## src/rtl/assert_macros.svh

```systemverilog
// assertion helpers, sampled on clk and disabled while rst_n is low
`ifndef ASSERT_MACROS_SVH
`define ASSERT_MACROS_SVH

// same-cycle implication
`define IMA_ASSERT_IMPL(lbl, ante, cons, msg) \
    lbl: assert property (@(posedge clk) disable iff (!rst_n) (ante) |-> (cons)) \
        else $error(msg);

// next-cycle implication
`define IMA_ASSERT_NEXT(lbl, ante, cons, msg) \
    lbl: assert property (@(posedge clk) disable iff (!rst_n) (ante) |=> (cons)) \
        else $error(msg);

`endif

```

## src/rtl/ima_pkg.sv

```systemverilog
package ima_pkg;

    localparam int unsigned IMA_MAX_SNPS       = 1048576;
    localparam int unsigned IMA_FREQ_FRAC_BITS = 16;

    localparam int unsigned GENO_W    = 3;
    localparam int unsigned FREQ_W    = 17;
    localparam int unsigned COUNT_W   = 21;
    localparam int unsigned SUM_W     = 62;
    localparam int unsigned TERM_W    = 33;
    localparam int unsigned STEP_W    = 5;
    localparam int unsigned NUM_TERMS = 14;
    localparam int unsigned NUM_SUMS  = 5;

    localparam logic [1:0] PAIR_HH = 2'd0;
    localparam logic [1:0] PAIR_HD = 2'd1;

    localparam logic signed [GENO_W-1:0] GENO_MISSING = -3'sd1;
    localparam logic signed [GENO_W-1:0] GENO_ZERO    = 3'sd0;
    localparam logic signed [GENO_W-1:0] GENO_ONE     = 3'sd1;
    localparam logic signed [GENO_W-1:0] GENO_TWO     = 3'sd2;

    typedef enum logic [1:0] {
        MODE_HH,
        MODE_HD,
        MODE_DD
    } mode_t;

    typedef enum logic [1:0] {
        S_IDLE,
        S_RUN,
        S_EMIT
    } state_t;

    typedef enum logic [1:0] {
        OP_NOP,
        OP_MUL,
        OP_ADD
    } op_kind_t;

    typedef enum logic [3:0] {
        T_P,
        T_Q,
        T_P2,
        T_Q2,
        T_PQ,
        T_P3,
        T_Q3,
        T_P2Q,
        T_PQ2,
        T_P4,
        T_Q4,
        T_P3Q,
        T_PQ3,
        T_P2Q2
    } term_t;

    typedef enum logic [2:0] {
        SUM_A00,
        SUM_A01,
        SUM_A02,
        SUM_A11,
        SUM_A12
    } sum_t;

    typedef struct packed {
        op_kind_t   kind;
        term_t      src;
        logic       b_is_q;
        term_t      dst;
        sum_t       sum;
        logic [1:0] shift;
        logic       last;
    } ima_op_t;

    typedef struct packed {
        logic    load;
        logic    run;
        logic    clear;
        ima_op_t op;
    } ima_ctrl_t;

    function automatic mode_t decode_mode(input logic [1:0] code);
        mode_t m;
        unique case (code)
            PAIR_HH: m = MODE_HH;
            PAIR_HD: m = MODE_HD;
            default: m = MODE_DD;
        endcase
        return m;
    endfunction

    function automatic ima_op_t mk_nop(input logic last);
        ima_op_t op;
        op      = '0;
        op.kind = OP_NOP;
        op.last = last;
        return op;
    endfunction

    function automatic ima_op_t mk_mul(input term_t src, input logic b_is_q, input term_t dst);
        ima_op_t op;
        op        = '0;
        op.kind   = OP_MUL;
        op.src    = src;
        op.b_is_q = b_is_q;
        op.dst    = dst;
        return op;
    endfunction

    function automatic ima_op_t mk_add(input sum_t sum, input term_t src,
                                       input logic [1:0] shift, input logic last);
        ima_op_t op;
        op       = '0;
        op.kind  = OP_ADD;
        op.sum   = sum;
        op.src   = src;
        op.shift = shift;
        op.last  = last;
        return op;
    endfunction

    // sequencer program per pairing rule; a mul product passes prod_reg, then term_reg
    function automatic ima_op_t ima_microcode(input mode_t mode, input logic [STEP_W-1:0] step);
        ima_op_t op;
        op = mk_nop(1'b1);
        unique case (mode)
            MODE_HH:
            begin
                unique case (step)
                    5'd0:    op = mk_mul(T_P, 1'b0, T_P2);
                    5'd1:    op = mk_mul(T_Q, 1'b1, T_Q2);
                    5'd2:    op = mk_mul(T_P, 1'b1, T_PQ);
                    5'd3:    op = mk_nop(1'b0);
                    5'd4:    op = mk_add(SUM_A00, T_PQ, 2'd1, 1'b0);
                    5'd5:    op = mk_add(SUM_A01, T_P2, 2'd0, 1'b0);
                    5'd6:    op = mk_add(SUM_A01, T_Q2, 2'd0, 1'b1);
                    default: op = mk_nop(1'b1);
                endcase
            end
            MODE_HD:
            begin
                unique case (step)
                    5'd0:    op = mk_mul(T_P, 1'b0, T_P2);
                    5'd1:    op = mk_mul(T_Q, 1'b1, T_Q2);
                    5'd2:    op = mk_mul(T_P2, 1'b0, T_P3);
                    5'd3:    op = mk_mul(T_Q2, 1'b1, T_Q3);
                    5'd4:    op = mk_mul(T_P2, 1'b1, T_P2Q);
                    5'd5:    op = mk_mul(T_Q2, 1'b0, T_PQ2);
                    5'd6:    op = mk_nop(1'b0);
                    5'd7:    op = mk_add(SUM_A00, T_P2Q, 2'd0, 1'b0);
                    5'd8:    op = mk_add(SUM_A00, T_PQ2, 2'd0, 1'b0);
                    5'd9:    op = mk_add(SUM_A01, T_P3, 2'd0, 1'b0);
                    5'd10:   op = mk_add(SUM_A01, T_Q3, 2'd0, 1'b0);
                    5'd11:   op = mk_add(SUM_A01, T_P2Q, 2'd1, 1'b0);
                    5'd12:   op = mk_add(SUM_A01, T_PQ2, 2'd1, 1'b1);
                    default: op = mk_nop(1'b1);
                endcase
            end
            MODE_DD:
            begin
                unique case (step)
                    5'd0:    op = mk_mul(T_P, 1'b0, T_P2);
                    5'd1:    op = mk_mul(T_Q, 1'b1, T_Q2);
                    5'd2:    op = mk_mul(T_P2, 1'b0, T_P3);
                    5'd3:    op = mk_mul(T_Q2, 1'b1, T_Q3);
                    5'd4:    op = mk_mul(T_P2, 1'b1, T_P2Q);
                    5'd5:    op = mk_mul(T_Q2, 1'b0, T_PQ2);
                    5'd6:    op = mk_mul(T_P3, 1'b0, T_P4);
                    5'd7:    op = mk_mul(T_Q3, 1'b1, T_Q4);
                    5'd8:    op = mk_mul(T_P3, 1'b1, T_P3Q);
                    5'd9:    op = mk_mul(T_Q3, 1'b0, T_PQ3);
                    5'd10:   op = mk_mul(T_P2Q, 1'b1, T_P2Q2);
                    5'd11:   op = mk_nop(1'b0);
                    5'd12:   op = mk_add(SUM_A00, T_P2Q2, 2'd1, 1'b0);
                    5'd13:   op = mk_add(SUM_A01, T_P3Q, 2'd2, 1'b0);
                    5'd14:   op = mk_add(SUM_A01, T_PQ3, 2'd2, 1'b0);
                    5'd15:   op = mk_add(SUM_A02, T_P4, 2'd0, 1'b0);
                    5'd16:   op = mk_add(SUM_A02, T_Q4, 2'd0, 1'b0);
                    5'd17:   op = mk_add(SUM_A02, T_P2Q2, 2'd2, 1'b0);
                    5'd18:   op = mk_add(SUM_A11, T_P2Q, 2'd1, 1'b0);
                    5'd19:   op = mk_add(SUM_A11, T_PQ2, 2'd1, 1'b0);
                    5'd20:   op = mk_add(SUM_A12, T_P3, 2'd0, 1'b0);
                    5'd21:   op = mk_add(SUM_A12, T_Q3, 2'd0, 1'b0);
                    5'd22:   op = mk_add(SUM_A12, T_P2Q, 2'd0, 1'b0);
                    5'd23:   op = mk_add(SUM_A12, T_PQ2, 2'd0, 1'b1);
                    default: op = mk_nop(1'b1);
                endcase
            end
            default: op = mk_nop(1'b1);
        endcase
        return op;
    endfunction

endpackage

```

## src/rtl/ima_ctrl.sv

```systemverilog
`include "assert_macros.svh"

module ima_ctrl (
    input  logic              clk,
    input  logic              rst_n,
    input  logic              snp_valid,
    input  logic              snp_present,
    input  logic              snp_last,
    input  ima_pkg::mode_t    mode,
    input  logic              res_ready,
    output logic              snp_ready,
    output logic              res_valid,
    output ima_pkg::ima_ctrl_t ctrl
);
    import ima_pkg::*;

    state_t              state_reg, state_next;
    logic [STEP_W-1:0]   step_reg, step_next;
    logic                last_reg, last_next;
    logic                res_valid_reg, res_valid_next;
    ima_op_t             op;

    assign op = ima_microcode(mode, step_reg);

    always_ff @(posedge clk or negedge rst_n)
    begin
        if (!rst_n)
        begin
            state_reg     <= S_IDLE;
            step_reg      <= '0;
            last_reg      <= 1'b0;
            res_valid_reg <= 1'b0;
        end
        else
        begin
            state_reg     <= state_next;
            step_reg      <= step_next;
            last_reg      <= last_next;
            res_valid_reg <= res_valid_next;
        end
    end

    always_comb
    begin
        state_next = state_reg;
        step_next  = step_reg;
        last_next  = last_reg;
        snp_ready  = 1'b0;
        ctrl       = '0;
        ctrl.op    = op;
        unique case (state_reg)
            S_IDLE:
            begin
                snp_ready = 1'b1;
                if (snp_valid)
                begin
                    ctrl.load = 1'b1;
                    last_next = snp_last;
                    step_next = '0;
                    if (snp_present)
                        state_next = S_RUN;
                    else if (snp_last)
                        state_next = S_EMIT;
                end
            end
            S_RUN:
            begin
                ctrl.run = 1'b1;
                if (op.last)
                    state_next = last_reg ? S_EMIT : S_IDLE;
                else
                    step_next = step_reg + STEP_W'(1);
            end
            S_EMIT:
            begin
                if (!res_valid_reg || res_ready)
                begin
                    ctrl.clear = 1'b1;
                    state_next = S_IDLE;
                end
            end
            default: state_next = S_IDLE;
        endcase
    end

    always_comb
    begin
        if (ctrl.clear)
            res_valid_next = 1'b1;
        else if (res_ready)
            res_valid_next = 1'b0;
        else
            res_valid_next = res_valid_reg;
    end

    assign res_valid = res_valid_reg;

    `IMA_ASSERT_IMPL(a_no_overwrite, ctrl.clear, !res_valid_reg || res_ready, "result overwritten")
    `IMA_ASSERT_NEXT(a_run_starts, snp_valid && snp_ready && snp_present, state_reg == S_RUN && step_reg == '0, "run did not start")
    `IMA_ASSERT_NEXT(a_run_ends, state_reg == S_RUN && op.last, state_reg != S_RUN, "run did not end")

endmodule

```

## src/rtl/ima_mul_round.sv

```systemverilog
module ima_mul_round #(
    parameter int unsigned FREQ_FRAC_BITS = ima_pkg::IMA_FREQ_FRAC_BITS
) (
    input  logic                        clk,
    input  logic                        rst_n,
    input  logic                        en,
    input  logic [ima_pkg::TERM_W-1:0]  a,
    input  logic [FREQ_FRAC_BITS:0]     b,
    input  ima_pkg::term_t              dst,
    output logic                        wr_en,
    output ima_pkg::term_t              wr_dst,
    output logic [ima_pkg::TERM_W-1:0]  wr_data
);
    import ima_pkg::*;

    localparam int unsigned FW     = FREQ_FRAC_BITS + 1;
    localparam int unsigned PROD_W = TERM_W + FW;
    localparam logic [PROD_W-1:0] HALF = PROD_W'(1) << (FREQ_FRAC_BITS - 1);

    logic [PROD_W-1:0] prod_reg, prod_next;
    logic [PROD_W-1:0] rnd;
    term_t             dst_reg;
    logic              vld_reg;

    assign prod_next = PROD_W'(a) * PROD_W'(b);

    always_ff @(posedge clk or negedge rst_n)
    begin
        if (!rst_n)
            vld_reg <= 1'b0;
        else
            vld_reg <= en;
    end

    always_ff @(posedge clk)
    begin
        if (en)
        begin
            prod_reg <= prod_next;
            dst_reg  <= dst;
        end
    end

    // round to nearest, back to q.32
    assign rnd     = prod_reg + HALF;
    assign wr_en   = vld_reg;
    assign wr_dst  = dst_reg;
    assign wr_data = rnd[FREQ_FRAC_BITS+TERM_W-1:FREQ_FRAC_BITS];

endmodule

```

## src/rtl/ima_poly_acc.sv

```systemverilog
`include "assert_macros.svh"

module ima_poly_acc #(
    parameter int unsigned FREQ_FRAC_BITS = ima_pkg::IMA_FREQ_FRAC_BITS
) (
    input  logic                        clk,
    input  logic                        rst_n,
    input  ima_pkg::ima_ctrl_t          ctrl,
    input  logic [ima_pkg::FREQ_W-1:0]  allele_freq,
    output logic [ima_pkg::SUM_W-1:0]   sums [ima_pkg::NUM_SUMS]
);
    import ima_pkg::*;

    localparam int unsigned FW    = FREQ_FRAC_BITS + 1;
    localparam int unsigned ADD_W = TERM_W + 3;
    localparam logic [31:0] ONE32 = 32'(1) << FREQ_FRAC_BITS;

    logic [FW-1:0]     p_reg;
    logic [FW-1:0]     q_val;
    logic [FW-1:0]     p_load;
    logic [31:0]       freq32;
    logic [TERM_W-1:0] p32, q32, src_val;
    logic [TERM_W-1:0] term_reg [NUM_TERMS];
    logic [SUM_W-1:0]  sum_reg [NUM_SUMS];
    logic [ADD_W-1:0]  addend;
    logic [SUM_W:0]    sum_raw;
    logic [SUM_W-1:0]  sum_sat;
    logic              mul_en;
    logic              term_wr_en;
    term_t             term_wr_dst;
    logic [TERM_W-1:0] term_wr_data;

    // frequency above one is clamped
    assign freq32 = 32'(allele_freq);
    assign p_load = (freq32 > ONE32) ? FW'(ONE32) : FW'(freq32);
    assign q_val  = FW'(ONE32) - p_reg;
    assign p32    = {p_reg, {(TERM_W - FW){1'b0}}};
    assign q32    = {q_val, {(TERM_W - FW){1'b0}}};

    always_comb
    begin
        unique case (ctrl.op.src)
            T_P:     src_val = p32;
            T_Q:     src_val = q32;
            default: src_val = term_reg[ctrl.op.src];
        endcase
    end

    assign mul_en = ctrl.run && (ctrl.op.kind == OP_MUL);

    ima_mul_round #(
        .FREQ_FRAC_BITS(FREQ_FRAC_BITS)
    ) u_mul (
        .clk     (clk),
        .rst_n   (rst_n),
        .en      (mul_en),
        .a       (src_val),
        .b       (ctrl.op.b_is_q ? q_val : p_reg),
        .dst     (ctrl.op.dst),
        .wr_en   (term_wr_en),
        .wr_dst  (term_wr_dst),
        .wr_data (term_wr_data)
    );

    always_ff @(posedge clk)
    begin
        if (ctrl.load)
            p_reg <= p_load;
        if (term_wr_en)
            term_reg[term_wr_dst] <= term_wr_data;
    end

    // saturating accumulate at 2^62-1
    assign addend  = ADD_W'(src_val) << ctrl.op.shift;
    assign sum_raw = {1'b0, sum_reg[ctrl.op.sum]} + (SUM_W + 1)'(addend);
    assign sum_sat = sum_raw[SUM_W] ? {SUM_W{1'b1}} : sum_raw[SUM_W-1:0];

    always_ff @(posedge clk or negedge rst_n)
    begin
        if (!rst_n)
        begin
            for (int i = 0; i < NUM_SUMS; i++)
                sum_reg[i] <= '0;
        end
        else if (ctrl.clear)
        begin
            for (int i = 0; i < NUM_SUMS; i++)
                sum_reg[i] <= '0;
        end
        else if (ctrl.run && (ctrl.op.kind == OP_ADD))
        begin
            sum_reg[ctrl.op.sum] <= sum_sat;
        end
    end

    assign sums = sum_reg;

    `IMA_ASSERT_IMPL(a_no_term_hazard, ctrl.run && ctrl.op.kind == OP_ADD, !term_wr_en, "term written during add")

endmodule

```

## src/rtl/ima_ibs_count.sv

```systemverilog
module ima_ibs_count #(
    parameter int unsigned MAX_SNPS = ima_pkg::IMA_MAX_SNPS
) (
    input  logic                              clk,
    input  logic                              rst_n,
    input  logic                              inc,
    input  logic                              clear,
    input  ima_pkg::mode_t                    mode,
    input  logic signed [ima_pkg::GENO_W-1:0] geno_a,
    input  logic signed [ima_pkg::GENO_W-1:0] geno_b,
    output logic [ima_pkg::COUNT_W-1:0]       ibs0_count,
    output logic [ima_pkg::COUNT_W-1:0]       ibs1_count,
    output logic [ima_pkg::COUNT_W-1:0]       ibs2_count,
    output logic [ima_pkg::COUNT_W-1:0]       valid_count
);
    import ima_pkg::*;

    localparam longint unsigned FIELD_MAX = (64'd1 << COUNT_W) - 64'd1;
    localparam logic [COUNT_W-1:0] CAP =
        (64'(MAX_SNPS) < FIELD_MAX) ? COUNT_W'(MAX_SNPS) : COUNT_W'(FIELD_MAX);

    logic [COUNT_W-1:0] ibs0_reg, ibs1_reg, ibs2_reg, valid_reg;
    logic               hit0, hit1, hit2;
    logic               same, het_a, het_b;

    function automatic logic [COUNT_W-1:0] sat_inc(input logic [COUNT_W-1:0] c);
        return (c < CAP) ? c + COUNT_W'(1) : c;
    endfunction

    assign same  = (geno_a == geno_b);
    assign het_a = (geno_a == GENO_ONE) && ((geno_b == GENO_ZERO) || (geno_b == GENO_TWO));
    assign het_b = (geno_b == GENO_ONE) && ((geno_a == GENO_ZERO) || (geno_a == GENO_TWO));

    always_comb
    begin
        hit0 = 1'b0;
        hit1 = 1'b0;
        hit2 = 1'b0;
        unique case (mode)
            MODE_HH:
            begin
                hit1 = same;
                hit0 = !same;
            end
            MODE_HD:
            begin
                hit1 = same || (geno_a == GENO_ONE) || (geno_b == GENO_ONE);
                hit0 = !hit1;
            end
            default:
            begin
                hit2 = same;
                hit1 = het_a || het_b;
                hit0 = ((geno_a == GENO_ZERO) && (geno_b == GENO_TWO)) ||
                       ((geno_a == GENO_TWO) && (geno_b == GENO_ZERO));
            end
        endcase
    end

    always_ff @(posedge clk or negedge rst_n)
    begin
        if (!rst_n)
        begin
            ibs0_reg  <= '0;
            ibs1_reg  <= '0;
            ibs2_reg  <= '0;
            valid_reg <= '0;
        end
        else if (clear)
        begin
            ibs0_reg  <= '0;
            ibs1_reg  <= '0;
            ibs2_reg  <= '0;
            valid_reg <= '0;
        end
        else if (inc)
        begin
            valid_reg <= sat_inc(valid_reg);
            if (hit0)
                ibs0_reg <= sat_inc(ibs0_reg);
            if (hit1)
                ibs1_reg <= sat_inc(ibs1_reg);
            if (hit2)
                ibs2_reg <= sat_inc(ibs2_reg);
        end
    end

    assign ibs0_count  = ibs0_reg;
    assign ibs1_count  = ibs1_reg;
    assign ibs2_count  = ibs2_reg;
    assign valid_count = valid_reg;

endmodule

```

## src/rtl/ibs_moment_accumulator_unit.sv

```systemverilog
// Per-pair IBS moment accumulator. One SNP transaction is taken when the block is idle; a SNP
// with both calls present then runs a short program on one shared 33 x (FREQ_FRAC_BITS+1) bit
// multiplier with rounding and one saturating 63-bit adder, and the next SNP is taken only
// once that program is through. A SNP with a missing call runs no program. On the last SNP an
// emit step moves counts and sums to the result register and clears them; a result still
// waiting there holds that step until it is taken. Pairing is latched through cfg_wr_en and is
// to be written only between transactions; the user is bound to this, the block does not enforce
// it. Code 3 acts as diploid-diploid. Counts saturate at MAX_SNPS or at the 21-bit field maximum
// if that is less, sums at 2^62-1, and there is no clearing pass after reset.
module ibs_moment_accumulator_unit #(
    parameter int unsigned MAX_SNPS       = ima_pkg::IMA_MAX_SNPS,
    parameter int unsigned FREQ_FRAC_BITS = ima_pkg::IMA_FREQ_FRAC_BITS
) (
    input  logic                              clk,
    input  logic                              rst_n,
    input  logic                              cfg_wr_en,
    input  logic [1:0]                        cfg_wr_data,
    input  logic                              snp_valid,
    output logic                              snp_ready,
    input  logic signed [ima_pkg::GENO_W-1:0] geno_a,
    input  logic signed [ima_pkg::GENO_W-1:0] geno_b,
    input  logic [ima_pkg::FREQ_W-1:0]        allele_freq,
    input  logic                              last_snp,
    output logic                              res_valid,
    input  logic                              res_ready,
    output logic [ima_pkg::COUNT_W-1:0]       ibs0_count,
    output logic [ima_pkg::COUNT_W-1:0]       ibs1_count,
    output logic [ima_pkg::COUNT_W-1:0]       ibs2_count,
    output logic [ima_pkg::COUNT_W-1:0]       valid_count,
    output logic [ima_pkg::SUM_W-1:0]         sum_a00,
    output logic [ima_pkg::SUM_W-1:0]         sum_a01,
    output logic [ima_pkg::SUM_W-1:0]         sum_a02,
    output logic [ima_pkg::SUM_W-1:0]         sum_a11,
    output logic [ima_pkg::SUM_W-1:0]         sum_a12
);
    import ima_pkg::*;

    logic [1:0]         ploidy_reg;
    mode_t              mode;
    logic               present;
    ima_ctrl_t          ctrl;
    logic [COUNT_W-1:0] c0, c1, c2, cv;
    logic [SUM_W-1:0]   sums [NUM_SUMS];

    always_ff @(posedge clk or negedge rst_n)
    begin
        if (!rst_n)
            ploidy_reg <= MODE_DD;
        else if (cfg_wr_en)
            ploidy_reg <= cfg_wr_data;
    end

    assign mode    = decode_mode(ploidy_reg);
    assign present = (geno_a != GENO_MISSING) && (geno_b != GENO_MISSING);

    ima_ctrl u_ctrl (
        .clk         (clk),
        .rst_n       (rst_n),
        .snp_valid   (snp_valid),
        .snp_present (present),
        .snp_last    (last_snp),
        .mode        (mode),
        .res_ready   (res_ready),
        .snp_ready   (snp_ready),
        .res_valid   (res_valid),
        .ctrl        (ctrl)
    );

    ima_ibs_count #(
        .MAX_SNPS(MAX_SNPS)
    ) u_count (
        .clk         (clk),
        .rst_n       (rst_n),
        .inc         (ctrl.load && present),
        .clear       (ctrl.clear),
        .mode        (mode),
        .geno_a      (geno_a),
        .geno_b      (geno_b),
        .ibs0_count  (c0),
        .ibs1_count  (c1),
        .ibs2_count  (c2),
        .valid_count (cv)
    );

    ima_poly_acc #(
        .FREQ_FRAC_BITS(FREQ_FRAC_BITS)
    ) u_poly (
        .clk         (clk),
        .rst_n       (rst_n),
        .ctrl        (ctrl),
        .allele_freq (allele_freq),
        .sums        (sums)
    );

    // result register
    always_ff @(posedge clk)
    begin
        if (ctrl.clear)
        begin
            ibs0_count  <= c0;
            ibs1_count  <= c1;
            ibs2_count  <= c2;
            valid_count <= cv;
            sum_a00     <= sums[SUM_A00];
            sum_a01     <= sums[SUM_A01];
            sum_a02     <= sums[SUM_A02];
            sum_a11     <= sums[SUM_A11];
            sum_a12     <= sums[SUM_A12];
        end
    end

endmodule
```

## config.mk

```make
export PLATFORM = sky130hd
export DESIGN_NAME = ibs_moment_accumulator_unit
export DESIGN_NICKNAME = d
export VERILOG_FILES = /design/src/rtl/ima_pkg.sv /design/src/rtl/ima_ctrl.sv /design/src/rtl/ima_mul_round.sv /design/src/rtl/ima_poly_acc.sv /design/src/rtl/ima_ibs_count.sv /design/src/rtl/ibs_moment_accumulator_unit.sv
export VERILOG_INCLUDE_DIRS = /design/src /design/src/rtl
export SDC_FILE = /design/constraint.sdc
export NUM_CORES = 2
export LEC_CHECK = 0
export BUFFER_PORTS_ARGS = -buffer_cell sky130_fd_sc_hd__buf_4
export CORE_MARGIN = 4
export CORE_UTILIZATION = 50
export DETAILED_ROUTE_END_ITERATION = 10
export GPL_TIMING_DRIVEN = 0
export MAX_ROUTING_LAYER = met4
export PLACE_DENSITY_LB_ADDON = 0.1
export SLEW_MARGIN = 0
export SYNTH_ARGS = -nofsm -noshare
export SYNTH_HDL_FRONTEND = slang
export SYNTH_SLANG_ARGS = --single-unit
```

## constraint.sdc

```tcl
create_clock -name clk -period 25.9 [get_ports clk]
set_clock_uncertainty 0.1 [all_clocks]
set_input_delay 3.885 -clock clk [delete_from_list [all_inputs] [get_ports clk]]
set_output_delay 3.885 -clock clk [all_outputs]
set_load 0.01 [all_outputs]
```

-- Yosys cells after proc, flatten, opt, wreduce, memory -nomap -nowiden
Memory sizes are Yosys's and may differ from the RTL's.
Index checks and enable logic that the tools add are counted.
- shift operators: 1
- reductions and logical operators: 45
- bitwise logic cells: 1
- order comparisons: 7
- $mul: 1
- $add $sub $neg: 8
- multiplexer cells: 53
- equal/unequal tests: 26
- operator list (cell ; number):
    2-to-1 mux 310 bit ; 2
    2-to-1 mux 21 bit ; 15
    bitwise mux 310 bit ; 1
    2-to-1 mux 62 bit ; 4
    binary-select mux 62 bit (select 3 bit) ; 1
    demux 62 bit (select 3 bit) ; 1
    case mux 17 bit (7 select lines) ; 1
    adder 21 x 1 -> 21 bit (second input constant) ; 4
    less-than comparator 21 bit (second input constant) ; 4
    case mux 33 bit (2 select lines) ; 1
    adder 62 x 36 -> 63 bit ; 1
    case mux 17 bit (3 select lines) ; 1
    adder 49 x 16 -> 49 bit (second input constant) ; 1
    multiplier 33 x 17 -> 49 bit ; 1
    left shift 33 x 2 -> 36 bit ; 1
    2-to-1 mux 17 bit ; 2
    nonzero test 2 bit ; 11
    greater-than comparator 17 bit (second input constant) ; 1
    subtractor 17 bit (first input constant) ; 1
    == test 5 x 3 -> 1 bit (second input constant) ; 3
    2-to-1 mux 2 bit ; 6
    AND reduction 3 bit ; 4
    2-to-1 mux 1 bit ; 11
    == test 5 x 2 -> 1 bit (second input constant) ; 2
    other kinds (30) ; 62
- memories kept: 3
- memory bits (read-only): 768
- register bits after elaboration: 870
- logic and storage cells: 172
- output and inout port bits: 396
- memory bits (writable): 462
- input bits: 31
- memory list (name ; words ; bits a word ; read ports ; clocked after Yosys merged registers in ; write ports ; RTL line ; text):
    (no name shown) ; 32 ; 17 ; 1 ; 0 ; 0 ; ima_pkg.sv:162 ; unique case (step)
    u_poly.term_reg ; 14 ; 33 ; 1 ; 0 ; 1 ; ima_poly_acc.sv:23 ; logic [TERM_W-1:0] term_reg [NUM_TERMS];
    (no name shown) ; 16 ; 14 ; 1 ; 0 ; 0 ; ima_pkg.sv:143 ; unique case (step)

-- Longest topological paths before layout
- depth in word-level cells: 13
- gate-level depth with buffers: 38
- gate-level depth less buffers: 34

-- By module
A second synthesis with hierarchy kept.
- cell total of the unflattened synthesis: 5917
- area total of the unflattened synthesis: 70955.6 µm²
- modules (own cells, without submodules) (module ; cells an instance ; area each (µm²) ; seq. area each (µm²) ; times used):
    ima_poly_acc ; 2649 ; 33714.8 ; 20159.3 ; 1
    ima_mul_round ; 2143 ; 19113.3 ; 1166.1 ; 1
    ibs_moment_accumulator_unit ; 404 ; 11951.5 ; 11882.6 ; 1
    ima_ibs_count ; 525 ; 4832.1 ; 2102.0 ; 1
    ima_ctrl ; 196 ; 1343.8 ; 225.2 ; 1

-- Worst setup path after synthesis
No wires, ideal clock.
- kind: input -> register
- start: in res_ready
- end: reg ibs0_count[0] (netlist name), enable pin
- arrival: 15.307 ns
- required time: 24.888 ns
- cell stages on the path: 5
- buffers on the path: 2
- library setup time: 0.912 ns
- setup slack: 9.580 ns
- cells stage by stage: nand2b_1 -> nand2b_1 -> inv_2 -> clkbuf_1 -> clkbuf_1
- RTL lines (item ; RTL line ; text):
    start: declaration ; ibs_moment_accumulator_unit.sv:25 ; input logic res_ready,
    end signal: assignment ; ibs_moment_accumulator_unit.sv:100 ; ibs0_count <= c0;
    end: declaration ; ibs_moment_accumulator_unit.sv:26 ; output logic [ima_pkg::COUNT_W-1:0] ibs0_count,

-- Worst setup path after layout
- start: reg u_ctrl.step_reg[0]
- end: reg u_poly.u_mul.prod_reg[42] (data pin)
- cells in the longest elaborated chain, start to end: 6
- elaborated cells on any way between the ends: 18
- classes of those cells: mul: 1; eq/ne: 7; mux: 5; reduce/logical: 2; memory: 3
- ends and longest elaborated chain (item ; RTL line ; text):
    start: declaration ; ima_ctrl.sv:18 ; logic [STEP_W-1:0] step_reg, step_next;
    start signal: assignment ; ima_ctrl.sv:37 ; step_reg <= step_next;
    memory (16 x 14 bit), or another cell as far along ; - ;
    2-to-1 mux 17 bit or case mux 17 bit (7 select lines) (tied branches) ; ima_pkg.sv:143, ima_pkg.sv:130 ;
    case mux 17 bit (3 select lines) (*) ; ima_pkg.sv:127 ; unique case (mode)
    memory (14 x 33 bit), or another cell as far along ; - ;
    case mux 33 bit (2 select lines) ; ima_poly_acc.sv:42 ; unique case (ctrl.op.src)
    multiplier 33 x 17 -> 49 bit (*) ; ima_mul_round.sv:25 ; assign prod_next = PROD_W'(a) * PROD_W'(b);
    named net u_poly.u_mul.prod_next[42] ; ima_mul_round.sv:20 ; logic [PROD_W-1:0] prod_reg, prod_next;
    end signal: assignment ; ima_mul_round.sv:39 ; prod_reg <= prod_next;
    end: declaration ; ima_mul_round.sv:20 ;
The timed path passes the listed nets; every way through them passes the cells marked *.
A chain may end at the register's enable or synchronous reset.

==> impl_metrics.py <==
metrics = {
    "placed_design": {
        "dpl_worst_slack_ns": 10.83,
        "place_area_um2": 77550,
        "post-dp-hpwl_mm": 193.9,
        "port_buffers": 424,
        "gp_congestion": 1.000,
    },
    "global_route": {
        "overflow": 0,
        "track_usage_pct": 35.42,
        "grt_max_degree": 117,
        "antenna_found_initial": 18,
        "grt_pass1_vias": 54520,
        "grt_pass1_wl_mm": 370.5,
    },
    "timing": {
        "rsz0062_at_grt": "false",
        "setup_slack_ns": 11.22,
        "fin_crit_ns": 14.68,
        "final.setup.tns_ns": 0,
        "relSlewSlack_pct": -5.925,
        "tightest_slew_ns": 1.583,
        "slew_viol_final": 27,
        "finalCritPeriodShare_pct": 56.70,
        "fmax_mhz": 68.10,
        "hold_viol": 0,
        "setup_viol": 0,
    },
    "status": {
        "violations": "max-capacitance violations, max-slew violations",
        "status": "finished, violations left",
    },
    "critical_path": {
        "cp_slowest_cell": "a2111oi_0",
        "reg2regPathDepth": 34,
        "crit_top_cell": "fa_1",
        "crit_end": "u_poly.u_mul.prod_reg[42]$_DFFE_PP_",
        "reg2reg_setup_slack_ns": 11.22,
        "arrival_ns": 15.08,
        "reg2reg_from": "u_ctrl.step_reg[0]$_DFFE_PN0P_",
        "crit_path_max_incr_delay_ns": 1.31,
        "reg2reg_to": "u_poly.u_mul.prod_reg[42]$_DFFE_PP_",
        "crit_cells": 34,
        "path_delay_family": "compound AO/OA/AOI/OAI gates",
        "setup.worst_path.end_class": "flip-flop",
        "cp_max_fo": 10,
        "cp-start-kind": "flip-flop",
        "startpoint": "u_ctrl.step_reg[0]$_DFFE_PN0P_",
        "required_ns": 26.30,
        "critPathKind": "flip-flop to flip-flop",
        "critPathBufInv": 8,
    },
    "min_path": {
        "hp-start": "u_poly.sums[206]$_DFFE_PN0P_",
        "hold_path.class": "flip-flop to flip-flop",
    },
    "clock_tree": {
        "cts-htree-levels": 4,
        "clkTransAtPathRegs_ns": 0.06,
        "cts_resized": 0,
        "cts_tree": "done",
        "cts_buffers": 134,
        "cts.path.max_buffers": 3,
        "cts-root-buf": "clkbuf_16",
        "postCtsSetupBuffers": 0,
        "worstSkewPairLatency_ns": 0.81,
        "holdBufCountCts": 0,
        "cts_sinks": 1257,
    },
    "die": {
        "start_util_pct": 50.59,
        "dieArea_um2": 148000,
        "design.core.area_um2": 140200,
        "io_pins": 427,
        "fp-row-count": 137,
        "die_x_um": 384.7,
        "fp.dieH_um": 384.7,
    },
    "finish": {
        "area_delta_synth_final_pct": 15.70,
        "drive_gt1_share_pct": 11.47,
        "largest_register_ffs": 402,
        "n_fill_cell": 11920,
        "design_area_um2": 82080,
        "final_nets": 7743,
    },
    "route": {
        "drt_iter0_markers": 6449,
        "vias": 54990,
        "viasPerCell": 6.054,
        "routed_wl_mm": 255.1,
        "antenna_left": 0,
        "drc": 0,
        "routedWlPerCell_um": 28.09,
        "dr.pass1.iters": 9,
    },
    "logic_synthesis": {
        "synth_top_area_share_pct": 36.02,
        "synth_area_leaders": "edfxtp_1 (36%), dfrtp_1 (14%), fa_1 (13%), nand2_1 (4.9%), nand3_1 (3.3%)",
        "synth-edff-count": 851,
        "syn_area_um2": 70940,
        "ys_seq_area_share_pct": 50.35,
        "synthCells": 6471,
        "async_reset_ff_share_pct": 32.30,
        "ys_warn_count": 0,
        "synthFlopType": "edfxtp_1",
        "synth.most_common_cell": "nand2_1",
        "synthTopCellsByCount": "nand2_1 (922), edfxtp_1 (851), inv_1 (570)",
        "ys_ff_latch": 1257,
        "avgSynthCellArea_um2": 10.96,
        "synth_nets": 7132,
        "synth_top_area_cell": "edfxtp_1",
        "ys_types": 98,
    },
    "flow_run": {
        "drv_cap": 4,
    },
}
==> cells by family (layout without fill, tap and decap cells) <==
family,count (synthesis),count (layout),synth area share (%)
simple gates,2181,2181,14.35
buf+inv,965,1686,5.238
flops,1257,1257,50.35
other cells,0,15,0
xor+xnor,210,210,2.593
compound gates,1114,1114,9.838
mux,114,114,1.635
fa+ha+maj,630,630,16.00
==> per-layer routing <==
| metal | global-route usage, % | up-vias | routed length (um) |
|---|---|---|---|
| met4 | 18.65 | 0 | 16060 |
| met1 | 45.23 | 27570 | 97900 |
| li1 | - | 23600 | - |
| met3 | 6.613 | 745 | 24560 |
| met5 | - | - | 0 |
| met2 | 54.19 | 3073 | 116600 |
==> worst min-delay path by stage <==
stage                            endpoint  slack, ns  cells after the start
floorplan           sum_a00[42]$_DFFE_PP_       0.32                      0
detailed placement  sum_a01[61]$_DFFE_PP_       0.35                      0
finish              sum_a01[20]$_DFFE_PP_       0.34                      0
global route        sum_a01[19]$_DFFE_PP_       0.35                      0
CTS                 sum_a01[20]$_DFFE_PP_       0.33                      0
global placement    sum_a02[18]$_DFFE_PP_       0.36                      0
==> metrics by stage <==
stage | cells | util [%] | hold WS (ns)
after CTS | 9067 | 58.48 | 0.3338
after floorplan | 6471 | - | 0.3249
after global routing | 9080 | 58.53 | 0.3534
final | 9083 | 58.54 | 0.3356
after detailed placement | 8821 | 55.31 | 0.3548
after global placement | 8771 | 54.54 | 0.3577
==> cell usage in the layout (no fill, tap or decap), types with 226 or more instances in the layout <==
| cell | n |
|---|---|
| o21ai_1 | 231 |
| a21oi_1 | 226 |
| edfxtp_1 | 851 |
| inv_1 | 570 |
| clkbuf_1 | 334 |
| nor2_1 | 272 |
| nand2_1 | 922 |
| buf_4 | 427 |
| nand3_1 | 464 |
| fa_1 | 462 |
| dfrtp_1 | 405 |
==> layout make-up <==
cell class                 count  area, um^2  area share (%)
buffer                       391        1565           1.907
antenna                       15       37.54         0.04573
clock buffer                 177        3595           4.379
multi-input combinational   4249       31770           38.70
sequential                  1257       35720           43.51
tap                         1876        2347           2.860
inverter                     574        2155           2.625
timing repair buffer         475        4046           4.930
clock inverter                69       853.3           1.040
==> worst register-to-register path, delay by kind of cell (launching register included) <==
family,cells,cell delay [ns]
DFF,1,0.43
adders and majority gates,8,3.86
buffers and inverters,8,2.84
AOI/OAI and AO/OA,10,5.28
and+or+nand+nor,8,1.90
Power is left out: the tool's default activity adds up to more than one toggle a clock period on the data nets, which glitch-free logic cannot reach.
